File: src/itma_pkg.sv
// ----------------------------------------------------------------------------
// itma_pkg
// Shared types and constants for the int8 tile matmul accumulate block.
// ----------------------------------------------------------------------------
package itma_pkg;

  localparam int TILE_ROWS_DEF = 4;
  localparam int TILE_COLS_DEF = 4;
  localparam int LANES         = 4;   // operand byte lanes on the input port
  localparam int IDX_W         = 2;   // width of the row/col index fields
  localparam int OPND_W        = 8;
  localparam int PROD_W        = 16;
  localparam int ACC_W         = 32;

  typedef logic signed [OPND_W-1:0] opnd_t;
  typedef logic signed [ACC_W-1:0]  acc_t;

  // Per-cycle control broadcast to every cell.
  typedef struct packed {
    logic acc_en;   // a step transfer happens this cycle
    logic clear;    // zero the accumulator before the add
    logic load;     // copy post-add sums into the drain chain
    logic shift;    // drain chain moves one place toward the head
  } cell_ctrl_t;

endpackage

File: src/itma_mac_cell.sv
// ----------------------------------------------------------------------------
// itma_mac_cell
// One MAC cell: 32-bit accumulator plus one slot of the result drain chain.
// ----------------------------------------------------------------------------
module itma_mac_cell
  import itma_pkg::*;
(
  input  logic       clk,
  input  logic       rst_n,
  input  cell_ctrl_t ctrl,
  input  opnd_t      a,
  input  opnd_t      b,
  input  acc_t       chain_in,    // drain slot of the next cell
  output acc_t       chain_out    // this cell's drain slot
);

  logic signed [PROD_W-1:0] prod;
  acc_t acc_r, acc_nxt, sum;
  acc_t drain_r, drain_nxt;

  always_comb begin
    prod = a * b;
    sum  = (ctrl.clear ? '0 : acc_r) + ACC_W'(prod);
    acc_nxt = ctrl.acc_en ? sum : acc_r;
    if (ctrl.load) begin
      drain_nxt = sum;
    end else if (ctrl.shift) begin
      drain_nxt = chain_in;
    end else begin
      drain_nxt = drain_r;
    end
  end

  always_ff @(posedge clk) begin
    if (!rst_n) begin
      acc_r <= '0;
    end else begin
      acc_r <= acc_nxt;
    end
  end

  always_ff @(posedge clk) begin
    drain_r <= drain_nxt;
  end

  assign chain_out = drain_r;

endmodule

File: config.mk
export PLATFORM = sky130hd
export DESIGN_NAME = itma_mac_cell
export DESIGN_NICKNAME = d
export VERILOG_FILES = /design/src/itma_pkg.sv /design/src/itma_mac_cell.sv
export SDC_FILE = /design/constraint.sdc
export NUM_CORES = 1
export LEC_CHECK = 0
export ABC_AREA = 1
export BUFFER_PORTS_ARGS = -buffer_cell sky130_fd_sc_hd__buf_2
export CAP_MARGIN = 20
export CORE_ASPECT_RATIO = 0.7
export CORE_UTILIZATION = 30
export DETAILED_ROUTE_END_ITERATION = 10
export PLACE_DENSITY = 0.49
export SYNTH_ARGS = -nofsm -noshare
export SYNTH_HDL_FRONTEND = slang
export SYNTH_SLANG_ARGS = --single-unit
export TNS_END_PERCENT = 10
File: constraint.sdc
create_clock -name clk -period 15.8 [get_ports clk]
set_input_delay 2.37 -clock clk [delete_from_list [all_inputs] [get_ports clk]]
set_output_delay 2.37 -clock clk [all_outputs]
set_load 0.05 [all_outputs]
==> impl_metrics.xml <==
<?xml version="1.0" encoding="UTF-8"?>
<metrics>
  <group name="die">
    <metric name="fp.dieW" unit="um">192</metric>
    <metric name="boundaryPins" unit="">86</metric>
    <metric name="floorplan.initialDensity" unit="%">30.7</metric>
    <metric name="coreArea" unit="um^2">24700</metric>
    <metric name="fp-row-count" unit="">48</metric>
    <metric name="design.die.area" unit="um^2">25900</metric>
    <metric name="die_height" unit="um">135</metric>
  </group>
  <group name="critical_path">
    <metric name="critical_path.max_fanout" unit="">21</metric>
    <metric name="cell_with_the_most_instances_on_the_worst_path" unit="">nand2_1</metric>
    <metric name="worst_path_largest_cell_delay" unit="ps">620</metric>
    <metric name="worstSetupEndpointType" unit="">flip-flop</metric>
    <metric name="startpoint_type" unit="">primary input</metric>
    <metric name="worstPathArrival" unit="ps">8650</metric>
    <metric name="critical_setup_path_kind" unit="">in -&gt; reg</metric>
    <metric name="crit_path_top_delay_cell" unit="">fa_1</metric>
    <metric name="worst-endpoint-required" unit="ps">16010</metric>
  </group>
  <group name="timing">
    <metric name="fmax" unit="GHz">0.118</metric>
    <metric name="rsz0062_at_grt" unit="">false</metric>
    <metric name="timing.final.hold_violations" unit="">0</metric>
    <metric name="timing.final.crit_period" unit="ps">8440</metric>
    <metric name="timing.setup.tns" unit="ps">0</metric>
    <metric name="max_slew_margin" unit="%">44.2</metric>
    <metric name="timing_max_transition_violations_final" unit="">0</metric>
    <metric name="timing.final.crit_share" unit="%">53.4</metric>
    <metric name="max_slew.worst_pin.slew" unit="ps">836</metric>
    <metric name="finalSetupViolations" unit="">0</metric>
    <metric name="timing.clock.skew" unit="ps">8.88</metric>
  </group>
  <group name="clock_tree">
    <metric name="clkTransAtPathRegs" unit="ps">60</metric>
    <metric name="worstSkewPairLatency" unit="ps">340</metric>
    <metric name="postCtsHoldBufs" unit="">0</metric>
    <metric name="number_of_buffers_created_by_cts" unit="">9</metric>
    <metric name="clock-sinks" unit="">64</metric>
    <metric name="post_cts_resized" unit="">0</metric>
    <metric name="post-cts-setup-buffers" unit="">0</metric>
    <metric name="clock_tree_root_driver_cell" unit="">clkbuf_16</metric>
    <metric name="cts_max_level" unit="">3</metric>
    <metric name="cts_buffer_depth" unit="">2</metric>
    <metric name="clock_tree_from_tritoncts" unit="">yes</metric>
  </group>
  <group name="logic_synthesis">
    <metric name="post_synth_inst_count" unit="">1070</metric>
    <metric name="ys_warnings" unit="">0</metric>
    <metric name="postSynthRegisterBits" unit="">64</metric>
    <metric name="syn-num-nets" unit="">1235</metric>
    <metric name="synthesis.area_per_instance" unit="um^2">7.09</metric>
    <metric name="syn-cell-area" unit="um^2">7590</metric>
    <metric name="dominantRegCellSynth" unit="">edfxtp_1</metric>
    <metric name="synth-edff-count" unit="">32</metric>
    <metric name="synth.yosys.seq_area_share" unit="%">21.1</metric>
    <metric name="synth.lib_cells_used.distinct" unit="">46</metric>
    <metric name="async_s_r_ff_share_synth" unit="%">0</metric>
  </group>
  <group name="detailed_routing">
    <metric name="drt_pre_antenna_iters" unit="">5</metric>
    <metric name="via_per_inst" unit="">4.52</metric>
    <metric name="route.vias.total" unit="">6609</metric>
    <metric name="total_drc_errors_in_the_routed_layout" unit="">0</metric>
    <metric name="routed_wire_length_per_instance" unit="um">14.0</metric>
    <metric name="initialDrtViolationCount" unit="">442</metric>
    <metric name="antenna_violating_nets_post_route" unit="">0</metric>
    <metric name="routed_wirelength" unit="um">20400</metric>
  </group>
  <group name="placed_design">
    <metric name="hpwlAfterDp" unit="um">16800</metric>
    <metric name="place.gp.congestion" unit="">0.904</metric>
    <metric name="placement.io_buffers" unit="">85</metric>
  </group>
  <group name="hold_path">
    <metric name="min-delay-path-class" unit="">reg -&gt; reg</metric>
  </group>
  <group name="global_routing">
    <metric name="number_of_global_route_vias_before_repair" unit="">6456</metric>
    <metric name="grt_util_all_layers" unit="%">16.5</metric>
    <metric name="grt_antenna_before_repair" unit="">1</metric>
    <metric name="grt_max_degree" unit="">41</metric>
    <metric name="grt_first_pass_wirelength" unit="um">33500</metric>
    <metric name="grt_overflow" unit="">0</metric>
  </group>
  <group name="run_status">
    <metric name="status" unit="">completed</metric>
  </group>
  <group name="layout">
    <metric name="area_growth_syn_to_layout" unit="%">13.6</metric>
    <metric name="final_design_utilization" unit="%">34.8</metric>
    <metric name="final_layout_size_suffix_gt1_share" unit="%">15.2</metric>
    <metric name="fin_nets" unit="">1296</metric>
    <metric name="nFillCells" unit="">2691</metric>
  </group>
  <group name="flow_run">
    <metric name="maxCapViolations" unit="">0</metric>
  </group>
</metrics>
## layout make-up
| class | instances | area, um^2 | share of cell area [%] |
|---|---|---|---|
| multi-input combinational | 712 | 4860 | 56.3 |
| clock inverter | 7 | 103 | 1.19 |
| clock buffer | 9 | 225 | 2.61 |
| inverter | 257 | 965 | 11.2 |
| antenna | 1 | 2.50 | 0.0290 |
| timing repair buffer | 87 | 460 | 5.34 |
| sequential | 64 | 1600 | 18.6 |
| tap | 325 | 407 | 4.72 |
## path summary, 6_finish.rpt
check	from	end	slack (ps)	cells past startpoint
setup / recovery	b[2]	chain_out[24]	7360	30
hold / removal	acc_r[0]	acc_r[0]	450	2
setup reg to reg	acc_r[0]	chain_out[30]	12640	18
hold reg to reg	acc_r[0]	acc_r[0]	450	2
## kinds of logic (layout without fill, tap and decap cells)
group           Yosys count  after routing  synth area share [%]
other cells               0              1                     0
compound gates          128            128                  9.45
xor+xnor                 31             31                  3.58
flops                    64             64                  21.1
fa+ha+maj               111            111                  23.8
buf+inv                 294            360                  14.9
simple gates            442            442                  27.1
## stage by stage
step	setup slack (ps)	cells	area [um^2]	hold WS [ps]
2_1_floorplan	7880	1070	7590	435
3_3_place_gp	7080	1444	8260	446
3_5_place_dp	7050	1444	8260	454
4_1_cts	7370	1460	8590	461
5_1_grt	6760	1461	8620	494
6_report	7360	1462	8620	455
## layout by cell type (no fill, tap or decap), drive strengths merged
cell      netlist  routed
a21boi          2       2
a21o            2       2
a21oi          65      65
a31oi           6       6
and3            1       1
buf             8      87
bufinv          0       2
clkbuf         29       9
clkinv          1       3
clkinvlp        0       1
dfxtp          32      32
diode           0       1
edfxtp         32      32
fa             56      56
ha             55      55
inv           256     258
nand2         279     279
nand3          60      60
nand3b          7       7
nand4           7       7
nor2           81      81
nor3            2       2
o211a           1       1
o211ai          7       7
o21ai          39      39
o21bai          3       3
o31ai           1       1
o41ai           2       2
or2             5       5
xnor2          13      13
xor2           18      18
## layer usage
layer  up-vias  wire length (um)  GRT usage (%)
li1       3392                 -              -
met1      3025             11200           26.3
met2       186              7640           23.0
met3         6              1460           3.17
met4         0               118           2.41
met5         -                 0              0
## flip-flops by register name, summed over array words and instances (netlist names)
| register | flops |
|---|---|
| acc_r | 32 |
| chain_out | 32 |
## critical path, delay by kind of cell
family                   cells  cell delay [ps]
AND/OR/NAND/NOR             14             2070
AO/OA/AOI/OAI                3              480
XOR/XNOR                     1              320
adder cells (fa/ha/maj)      6             2880
buffers and inverters        6              500
## Yosys cell counts (13+ instances only)
master    instances  area share (%)
a21oi_1          62             4.1
clkbuf_1         29             1.4
dfxtp_1          32             8.4
edfxtp_1         32              13
fa_1             56              15
ha_1             55             9.1
inv_1           251              12
nand2_1         251              12
nand2_2          22             1.8
nand3_1          47             3.1
nand3_2          13             1.7
nor2_1           69             3.4
o21ai_0          33             2.2
xnor2_1          13             1.5
xor2_1           18             2.1
Power is not shown: default switching activity piles up to over one toggle a cycle in this logic, so the estimate is an artifact.
