===== config.mk =====
export PLATFORM = sky130hd
export DESIGN_NAME = itma_drain_ctrl
export DESIGN_NICKNAME = d
export VERILOG_FILES = /design/src/itma_pkg.sv /design/src/itma_drain_ctrl.sv
export SDC_FILE = /design/constraint.sdc
export NUM_CORES = 1
export LEC_CHECK = 0
export ABC_AREA = 1
export BUFFER_PORTS_ARGS = -buffer_cell sky130_fd_sc_hd__buf_4
export CAP_MARGIN = 40
export CORE_MARGIN = 2
export CORE_UTILIZATION = 40
export DETAILED_ROUTE_END_ITERATION = 12
export GPL_ROUTABILITY_DRIVEN = 0
export PLACE_DENSITY = 0.72
export SLEW_MARGIN = 20
export SYNTH_ARGS = -nofsm -noshare
export SYNTH_HDL_FRONTEND = slang
export SYNTH_SLANG_ARGS = --single-unit

===== constraint.sdc =====
create_clock -name clk -period 5 [get_ports clk]
set_clock_uncertainty 0.2 [all_clocks]
set_input_delay 1 -clock clk [delete_from_list [all_inputs] [get_ports clk]]
set_output_delay 1 -clock clk [all_outputs]
set_load 0.05 [all_outputs]

===== src/itma_pkg.sv =====
// ----------------------------------------------------------------------------
// itma_pkg
// Shared types and constants for the int8 tile matmul accumulate block.
// ----------------------------------------------------------------------------
package itma_pkg;

  localparam int TILE_ROWS_DEF = 4;
  localparam int TILE_COLS_DEF = 4;
  localparam int LANES         = 4;   // operand byte lanes on the input port
  localparam int IDX_W         = 2;   // width of the row/col index fields
  localparam int OPND_W        = 8;
  localparam int PROD_W        = 16;
  localparam int ACC_W         = 32;

  typedef logic signed [OPND_W-1:0] opnd_t;
  typedef logic signed [ACC_W-1:0]  acc_t;

  // Per-cycle control broadcast to every cell.
  typedef struct packed {
    logic acc_en;   // a step transfer happens this cycle
    logic clear;    // zero the accumulator before the add
    logic load;     // copy post-add sums into the drain chain
    logic shift;    // drain chain moves one place toward the head
  } cell_ctrl_t;

endpackage


===== src/itma_drain_ctrl.sv =====
// ----------------------------------------------------------------------------
// itma_drain_ctrl
// Handshake and drain sequencing: fill count and row/col tags of the output.
// ----------------------------------------------------------------------------
module itma_drain_ctrl
  import itma_pkg::*;
#(
  parameter int TILE_ROWS = TILE_ROWS_DEF,
  parameter int TILE_COLS = TILE_COLS_DEF
) (
  input  logic             clk,
  input  logic             rst_n,
  input  logic             in_valid,
  input  logic             in_first_step,
  input  logic             in_last_step,
  output logic             in_ready,
  input  logic             out_ready,
  output logic             out_valid,
  output logic [IDX_W-1:0] out_row,
  output logic [IDX_W-1:0] out_col,
  output logic             out_last_result,
  output cell_ctrl_t       ctrl
);

  localparam int CELLS = TILE_ROWS * TILE_COLS;
  localparam int CNT_W = $clog2(CELLS + 1);

  logic [CNT_W-1:0] cnt_r, cnt_nxt;
  logic [IDX_W-1:0] row_r, row_nxt, col_r, col_nxt;
  logic             pop, drain_free, step_xfer;

  always_comb begin
    out_valid       = (cnt_r != '0);
    out_last_result = (cnt_r == CNT_W'(1));
    pop             = out_valid && out_ready;
    drain_free      = (cnt_r == '0) || (out_last_result && out_ready);
    in_ready        = !in_last_step || drain_free;
    step_xfer       = in_valid && in_ready;

    ctrl.acc_en = step_xfer;
    ctrl.clear  = in_first_step;
    ctrl.load   = step_xfer && in_last_step;
    ctrl.shift  = pop;

    cnt_nxt = cnt_r;
    row_nxt = row_r;
    col_nxt = col_r;
    if (ctrl.load) begin
      cnt_nxt = CNT_W'(CELLS);
      row_nxt = '0;
      col_nxt = '0;
    end else if (pop) begin
      cnt_nxt = cnt_r - CNT_W'(1);
      if (col_r == IDX_W'(TILE_COLS - 1)) begin
        col_nxt = '0;
        row_nxt = row_r + IDX_W'(1);
      end else begin
        col_nxt = col_r + IDX_W'(1);
      end
    end
  end

  always_ff @(posedge clk) begin
    if (!rst_n) begin
      cnt_r <= '0;
      row_r <= '0;
      col_r <= '0;
    end else begin
      cnt_r <= cnt_nxt;
      row_r <= row_nxt;
      col_r <= col_nxt;
    end
  end

  assign out_row = row_r;
  assign out_col = col_r;

endmodule


==> results of run 1 <==
-- cells in the final DEF (no fill, tap or decap) --
master | synthesis | routed
nor2_4 | 2 | 2
clkbuf_4 | 0 | 3
o21ai_0 | 3 | 3
and2_1 | 1 | 1
nand2_4 | 3 | 3
xor2_1 | 1 | 1
nor2_1 | 10 | 10
nor3_1 | 1 | 1
or2_2 | 1 | 1
buf_4 | 3 | 14
nand3_1 | 5 | 5
nand4_1 | 2 | 2
xnor2_1 | 1 | 1
nand2_1 | 23 | 23
a21oi_2 | 1 | 1
nand3_2 | 1 | 1
nand3b_1 | 1 | 1
inv_1 | 17 | 17
a21oi_4 | 1 | 1
clkbuf_1 | 0 | 1
dfxtp_1 | 9 | 9
ha_1 | 4 | 4
-- flip-flops by register name, indices dropped and copies added (netlist names) --
name	cells
cnt_r	5
out_col	2
out_row	2
-- stage by stage --
stage / instances / hold WS (ns) / utilization, % / cell area [sq um] / worst slack (ns)
5_1_grt: 121 / 0.382 / 50.8 / 756 / 2.01
4_1_cts: 121 / 0.351 / 50.8 / 756 / 2.12
2_1_floorplan: 90 / 0.318 / - / 627 / 1.83
3_3_place_gp: 117 / 0.334 / 49.0 / 729 / 2.14
3_5_place_dp: 117 / 0.339 / 49.0 / 729 / 2.12
6_report: 121 / 0.355 / 50.8 / 756 / 2.12
-- final cells by class --
type | instances | area share, %
timing repair buffer | 14 | 13.9
inverter | 17 | 8.44
clock buffer | 4 | 3.48
tap | 16 | 2.65
sequential | 9 | 23.8
multi-input combinational | 61 | 47.7
-- per-layer routing --
layer | vias up | share of wire (%) | GRT usage (%)
met4 | 0 | 0 | 7.88
met5 | - | 0 | 0
li1 | 300 | - | -
met3 | 0 | 4.8 | 1.25
met1 | 258 | 48 | 18.4
met2 | 13 | 47 | 20.6
-- kinds of logic after synthesis --
group / after synthesis
AND/OR/NAND/NOR: 50
buffers and inverters: 20
flip-flops: 9
AO/OA/AOI/OAI: 5
adder cells (fa/ha/maj): 4
XOR/XNOR: 2
-- worst max-delay path, stage by stage --
cell,delay [ns]
buf_4,0.12
nand3_1,0.10
nand2_1,0.09
nand3_2,0.11
inv_1,0.07
buf_4,0.19
-- worst max path at each step --
stage,startpoint,end,slack [ns]
2_1_floorplan,out_ready,ctrl[3],1.83
3_3_place_gp,out_ready,ctrl[1],2.14
3_5_place_dp,out_ready,ctrl[1],2.12
4_1_cts,out_ready,ctrl[1],2.12
5_1_grt,cnt_r[0]$_SDFFE_PP0P_,ctrl[1],2.01
6_report,out_ready,ctrl[1],2.12
==> impl_results.md, run 1 <==
* HPWL Detailed at approximately 940 microns
* Antenna violations before repair at 0
* Synth warn at 0
* Hold path cells at 4
* Site Rows at 14
* Library cells used by synthesis at 20
* Port Buffers at 14
* Synth async-reset ratio at 0%
* Post-DRT Antenna Nets at 0
* Post-Syn Nets at 100
* Avg Cell Area, Syn at around 7.0 sq um
* Number of global-route vias before repair at roughly 500
* CTS tree: done
* Final hold violation count at 0
* Fin. max-slew vios at 0
* RSZ-0062 raised after global routing: no
* Multiplexer share of the synthesized area at 0%
* CP Max Fanout at 6
* Reg2reg setup slack at approximately 3.4 ns
* Worst EP arrival at between 1.5 and 2 ns
* First-pass GRT wire length at approximately 2.0 mm
* Footprint of the multi-input gates at around 360 sq um
* CTS clk-pin slew, worst paths at roughly 0.060 ns
* Total Nets Final at ~120
* Post-synthesis sequential area ratio at 28.7%
* Setup TNS at 0 ns
* Drt wl/cell at between 10 and 15 microns
* CTS Buffer Depth at 2
* Post-synthesis xor/xnor area fraction at about 2.8%
* Die W at roughly 44 microns
* Io pins at 17
* DR pass1 iterations at 5
* Post-synth top area cell: dfxtp_1
* Max cap viols at 0
* Peak Freq at roughly 350 MHz
* H-tree levels at 1
* # clock sinks at 9
* Initial Utilization at 42.1%
* Grt total ovfl at 0
* Top cell type's share of synthesized area at ~29%
* Register area at between 150 and 200 sq um
* Period utilization at about 58%
* Synth Flop Type: dfxtp_1
* Post-synthesis cell count at 90
* Antenna cells at 0
* Total core area at 1490 sq um
* Worst-Skew Late Latency at 0.26 ns
* Die height at between 40 and 50 microns
* GR Util All Layers at between 10% and 20%
* DR vias at ~570
* Setup bufs post-CTS at 0
* Layout cell share with drive strength beyond 1 at 24.8%
* Yosys reg bits at 9
* Fill count at ~140
* Iter 0 DRT Violations at 19
* Hold Path Sink: cnt_r[0]$_SDFFE_PP0P_
* Actual slew at the worst max-slew pin at 0.244 ns
* Hold Buf Count CTS at 0
* Final setup viols at 0
* Clock period minus worst slack at just under 3 ns
* Post-synthesis simple-gate area fraction at approximately two fifths
* CTS root buf: clkbuf_4
* CTS resizes at 0
* Min-delay src: cnt_r[0]$_SDFFE_PP0P_
* CTS buffer count at 3
* Synth-to-layout area growth at 20.6%
* Origin of the critical flop-to-flop path: cnt_r[0]$_SDFFE_PP0P_
* Vias per cell at 4.72
* Complex-gate fraction of the synthesized area at about 6.4%
* Most frequent cells after synthesis: nand2_1, inv_1, nor2_1
* Status: complete, no violations
* R2R depth at 9
* Netlist Area Pre-Place at around 630 sq um
* Crit path launch type: input pin
* Fraction of the mapped netlist area in adder cells at ~8%
* Routed WL at 1.24 mm
* CP Data Required Time at approximately 3.8 ns
* Most common cell in the netlist: nand2_1
* Post-synth EDFFs at 0
* Slew HR at 83.7%
* Worst setup path category: in -> out
* Crit. End Element: primary output
* Largest net degree at the start of global routing at 10
* DRC violations left at 0
* Terminus of the critical flop-to-flop path: cnt_r[3]$_SDFFE_PP0P_
* Worst Hold Class: reg -> reg
* Combinational family with the most area after synthesis: simple AND/OR/NAND/NOR gates
* Area contributors post-synth: dfxtp_1, nand2_1, inv_1
* Die ar. at approximately 1900 sq um
Power of run 1 is left out: the tool's default activity adds up to more than one toggle a clock period on the data nets, which glitch-free logic cannot reach.
==> run 2: changes to the inputs <==
--- a/config.mk
+++ b/config.mk
@@ -5,14 +5,14 @@
 export SDC_FILE = /design/constraint.sdc
 export NUM_CORES = 1
 export LEC_CHECK = 0
-export ABC_AREA = 1
+export ABC_AREA = 0
 export BUFFER_PORTS_ARGS = -buffer_cell sky130_fd_sc_hd__buf_4
 export CAP_MARGIN = 40
 export CORE_MARGIN = 2
 export CORE_UTILIZATION = 40
 export DETAILED_ROUTE_END_ITERATION = 12
 export GPL_ROUTABILITY_DRIVEN = 0
-export PLACE_DENSITY = 0.72
+export PLACE_DENSITY = 0.73
 export SLEW_MARGIN = 20
 export SYNTH_ARGS = -nofsm -noshare
 export SYNTH_HDL_FRONTEND = slang
==> constraint.sdc (replaced) <==
create_clock -name clk -period 2.82 [get_ports clk]
set_clock_uncertainty 0.2 [all_clocks]
set_input_delay 0.564 -clock clk [delete_from_list [all_inputs] [get_ports clk]]
set_output_delay 0.564 -clock clk [all_outputs]
set_load 0.05 [all_outputs]
==> run 2 against run 1 <==
Area after synthesis fell by 14%. Sequential share of layout area is 3.4 points higher. Register-to-register slack got worse by 2.4 ns. Critical endpoint is now ctrl[3]. Die area decreased by 12%. Final cell count down 22%. Count of clock-buffer cells in the layout stayed put. Via count shrank 14%.
==> impl_results.md, run 2 <==
* Yosys reg bits at 9 (unchanged)
* Fill count at 133 (-7.0%)
* Number of global-route vias before repair at 446 (-9.7%)
* Hold path cells at 2 (-2)
* Setup TNS at 0 ns (unchanged)
* CTS root buf: clkbuf_4
* Antenna cells at 0 (unchanged)
* CTS tree: done
* Actual slew at the worst max-slew pin at 0.424 ns (+0.181 ns)
* CTS resizes at 0 (unchanged)
* Iter 0 DRT Violations at 5 (-14)
* DRC violations left at 0 (unchanged)
* DR vias at 492 (-14%)
* Setup bufs post-CTS at 0 (unchanged)
* Die W at 40.8 microns (-6.4%)
* CP Data Required Time at 2.06 ns (-1.74 ns)
* Post-Syn Nets at 75 (-25%)
* Max reg flops at 5 (unchanged)
* Die ar. at 1660 sq um (-12%)
* Io pins at 17 (unchanged)
* Reg2reg setup slack at 1.00 ns (-2.38 ns)
* Top cell type's share of synthesized area at 33.3% (+4.5 points)
* Fin. max-slew vios at 0 (unchanged)
* Post-synthesis cell count at 65 (-28%)
* CTS clk-pin slew, worst paths at 0.06 ns (about the same)
* Worst-Skew Late Latency at 0.26 ns (about the same)
* Vias per cell at 5.23 (+11%)
* Die height at 40.8 microns (-6.4%)
* Site Rows at 13 (-1)
* Port Buffers at 14 (unchanged)
* Origin of the critical flop-to-flop path: cnt_r[0]$_SDFFE_PP0P_
* Clock period minus worst slack at 2.51 ns
* Worst Hold Class: reg -> reg
* GR Util All Layers at 16.6% (+3.2 points)
* Library cells used by synthesis at 25 (+25%)
* H-tree levels at 1 (unchanged)
* R2R depth at 6 (-3)
* Hold Path Sink: out_row[1]$_SDFFE_PP0P_
* Avg Cell Area, Syn at 8.33 sq um (+20%)
* First-pass GRT wire length at 1.81 mm (-8.1%)
* Netlist Area Pre-Place at 542 sq um (-14%)
* Largest net degree at the start of global routing at 13 (+3)
* Routed WL at 976 microns (-21%)
* Post-synthesis sequential area ratio at 33.3% (+4.5 points)
* Synth Flop Type: dfxtp_1
* Final setup viols at 0 (unchanged)
* Post-DRT Antenna Nets at 0 (unchanged)
* Max cap viols at 0 (unchanged)
* Antenna violations before repair at 0 (unchanged)
* CP Max Fanout at 4 (-2)
* Most frequent cells in the layout: buf_4, dfxtp_1, a21oi_1
* CTS buffer count at 3 (unchanged)
* Total core area at 1280 sq um (-14%)
* Drt wl/cell at 10.4 microns (+1.4%)
* Period utilization at 88.9%
* Slew HR at 71.7% (-12 points)
* Initial Utilization at 42.2% (+0.061 points)
* Final hold violation count at 0 (unchanged)
* Crit. End Element: primary output
* Peak Freq at about 400 MHz
* Commonest non-fill, non-tap cell in the layout: buf_4
* Most common cell in the netlist: dfxtp_1
* CTS Buffer Depth at 2 (unchanged)
* Synth-to-layout area growth at 21.9%
* Post-synth EDFFs at 0 (unchanged)
* Total Nets Final at 90 (-22%)
* Synth warn at 0 (unchanged)
* Top reg by flops: cnt_r
* HPWL Detailed at 769 microns (-18%)
* Crit path launch type: flip-flop
* Synth async-reset ratio at 0% (unchanged)
* Post-synth top area cell: dfxtp_1
* Terminus of the critical flop-to-flop path: out_col[0]$_SDFFE_PP0P_
* Hold Buf Count CTS at 0 (unchanged)
* # clock sinks at 9 (unchanged)
* Worst EP arrival at 1.74 ns (+0.06 ns)
* Status: complete, no violations
* Grt total ovfl at 0 (unchanged)
* Most frequent cells after synthesis: dfxtp_1, a21oi_1, o21ai_0
* DR pass1 iterations at 4 (-1)
* RSZ-0062 raised after global routing: no
* Layout cell share with drive strength beyond 1 at 25.3% (+0.55 points)
* Min-delay src: out_row[1]$_SDFFE_PP0P_
* Worst setup path category: reg -> out
* Area contributors post-synth: dfxtp_1, ha_1, a21oi_1
-- run 2: cell types whose count changed after synthesis, moves of 3 or more --
cell     delta
nand2_4     -3
or3_1       +4
o21ai_0     +4
a21oi_1     +8
inv_1      -12
nor2_1      -7
nand2_1    -19
-- run 2: worst max-delay path: stages, from the launching register on --
cell and delay, ns:
dfxtp_1 0.37, inv_1 0.09, ha_1 0.25, a21oi_1 0.31, o21ai_1 0.12, and2_1 0.16, buf_4 0.18
-- run 2: routing by layer --
layer,vias to the layer above,wire length (microns),GRT usage (%)
met5,-,0,0
met4,0,6,5.83
met3,2,48,8.15
met2,7,465,25.4
met1,227,455,20.0
li1,256,-,-
-- run 2: kinds of logic after synthesis --
group	synth area share, %
and+or+nand+nor	21.7
buffers and inverters	10.6
AOI/OAI and AO/OA	25.2
DFF	33.3
adders and majority gates	9.24
-- run 2: cell type report --
cell class | instances | area [sq um] | share of cell area (%)
multi-input combinational | 46 | 304 | 46.0
timing repair buffer | 15 | 113 | 17.0
inverter | 5 | 18.8 | 2.84
clock buffer | 4 | 26.3 | 3.98
tap | 15 | 18.8 | 2.84
sequential | 9 | 180 | 27.3
-- run 2: metrics by stage --
stage / hold WS (ns) / worst slack [ns] / area [sq um] / std cells / utilization (%)
6_report: 0.285 / 0.312 / 661 / 94 / 51.4
5_1_grt: 0.312 / 0.138 / 661 / 94 / 51.4
4_1_cts: 0.294 / 0.301 / 661 / 94 / 51.4
3_5_place_dp: 0.285 / 0.554 / 634 / 90 / 49.4
3_3_place_gp: 0.272 / 0.579 / 634 / 90 / 49.4
2_1_floorplan: 0.260 / 0.103 / 542 / 65 / -
-- run 2: worst max-delay path by stage --
stage,from,end,slack [ns],cells past startpoint
3_5_place_dp,out_ready,ctrl[3],0.55,5
5_1_grt,cnt_r[0]$_SDFFE_PP0P_,ctrl[3],0.14,6
3_3_place_gp,out_ready,ctrl[3],0.58,5
2_1_floorplan,cnt_r[4]$_SDFFE_PN0P_,ctrl[3],0.10,4
6_report,cnt_r[0]$_SDFFE_PP0P_,ctrl[3],0.31,6
4_1_cts,cnt_r[0]$_SDFFE_PP0P_,ctrl[3],0.30,6
Power of run 2 is left out for the same reason.
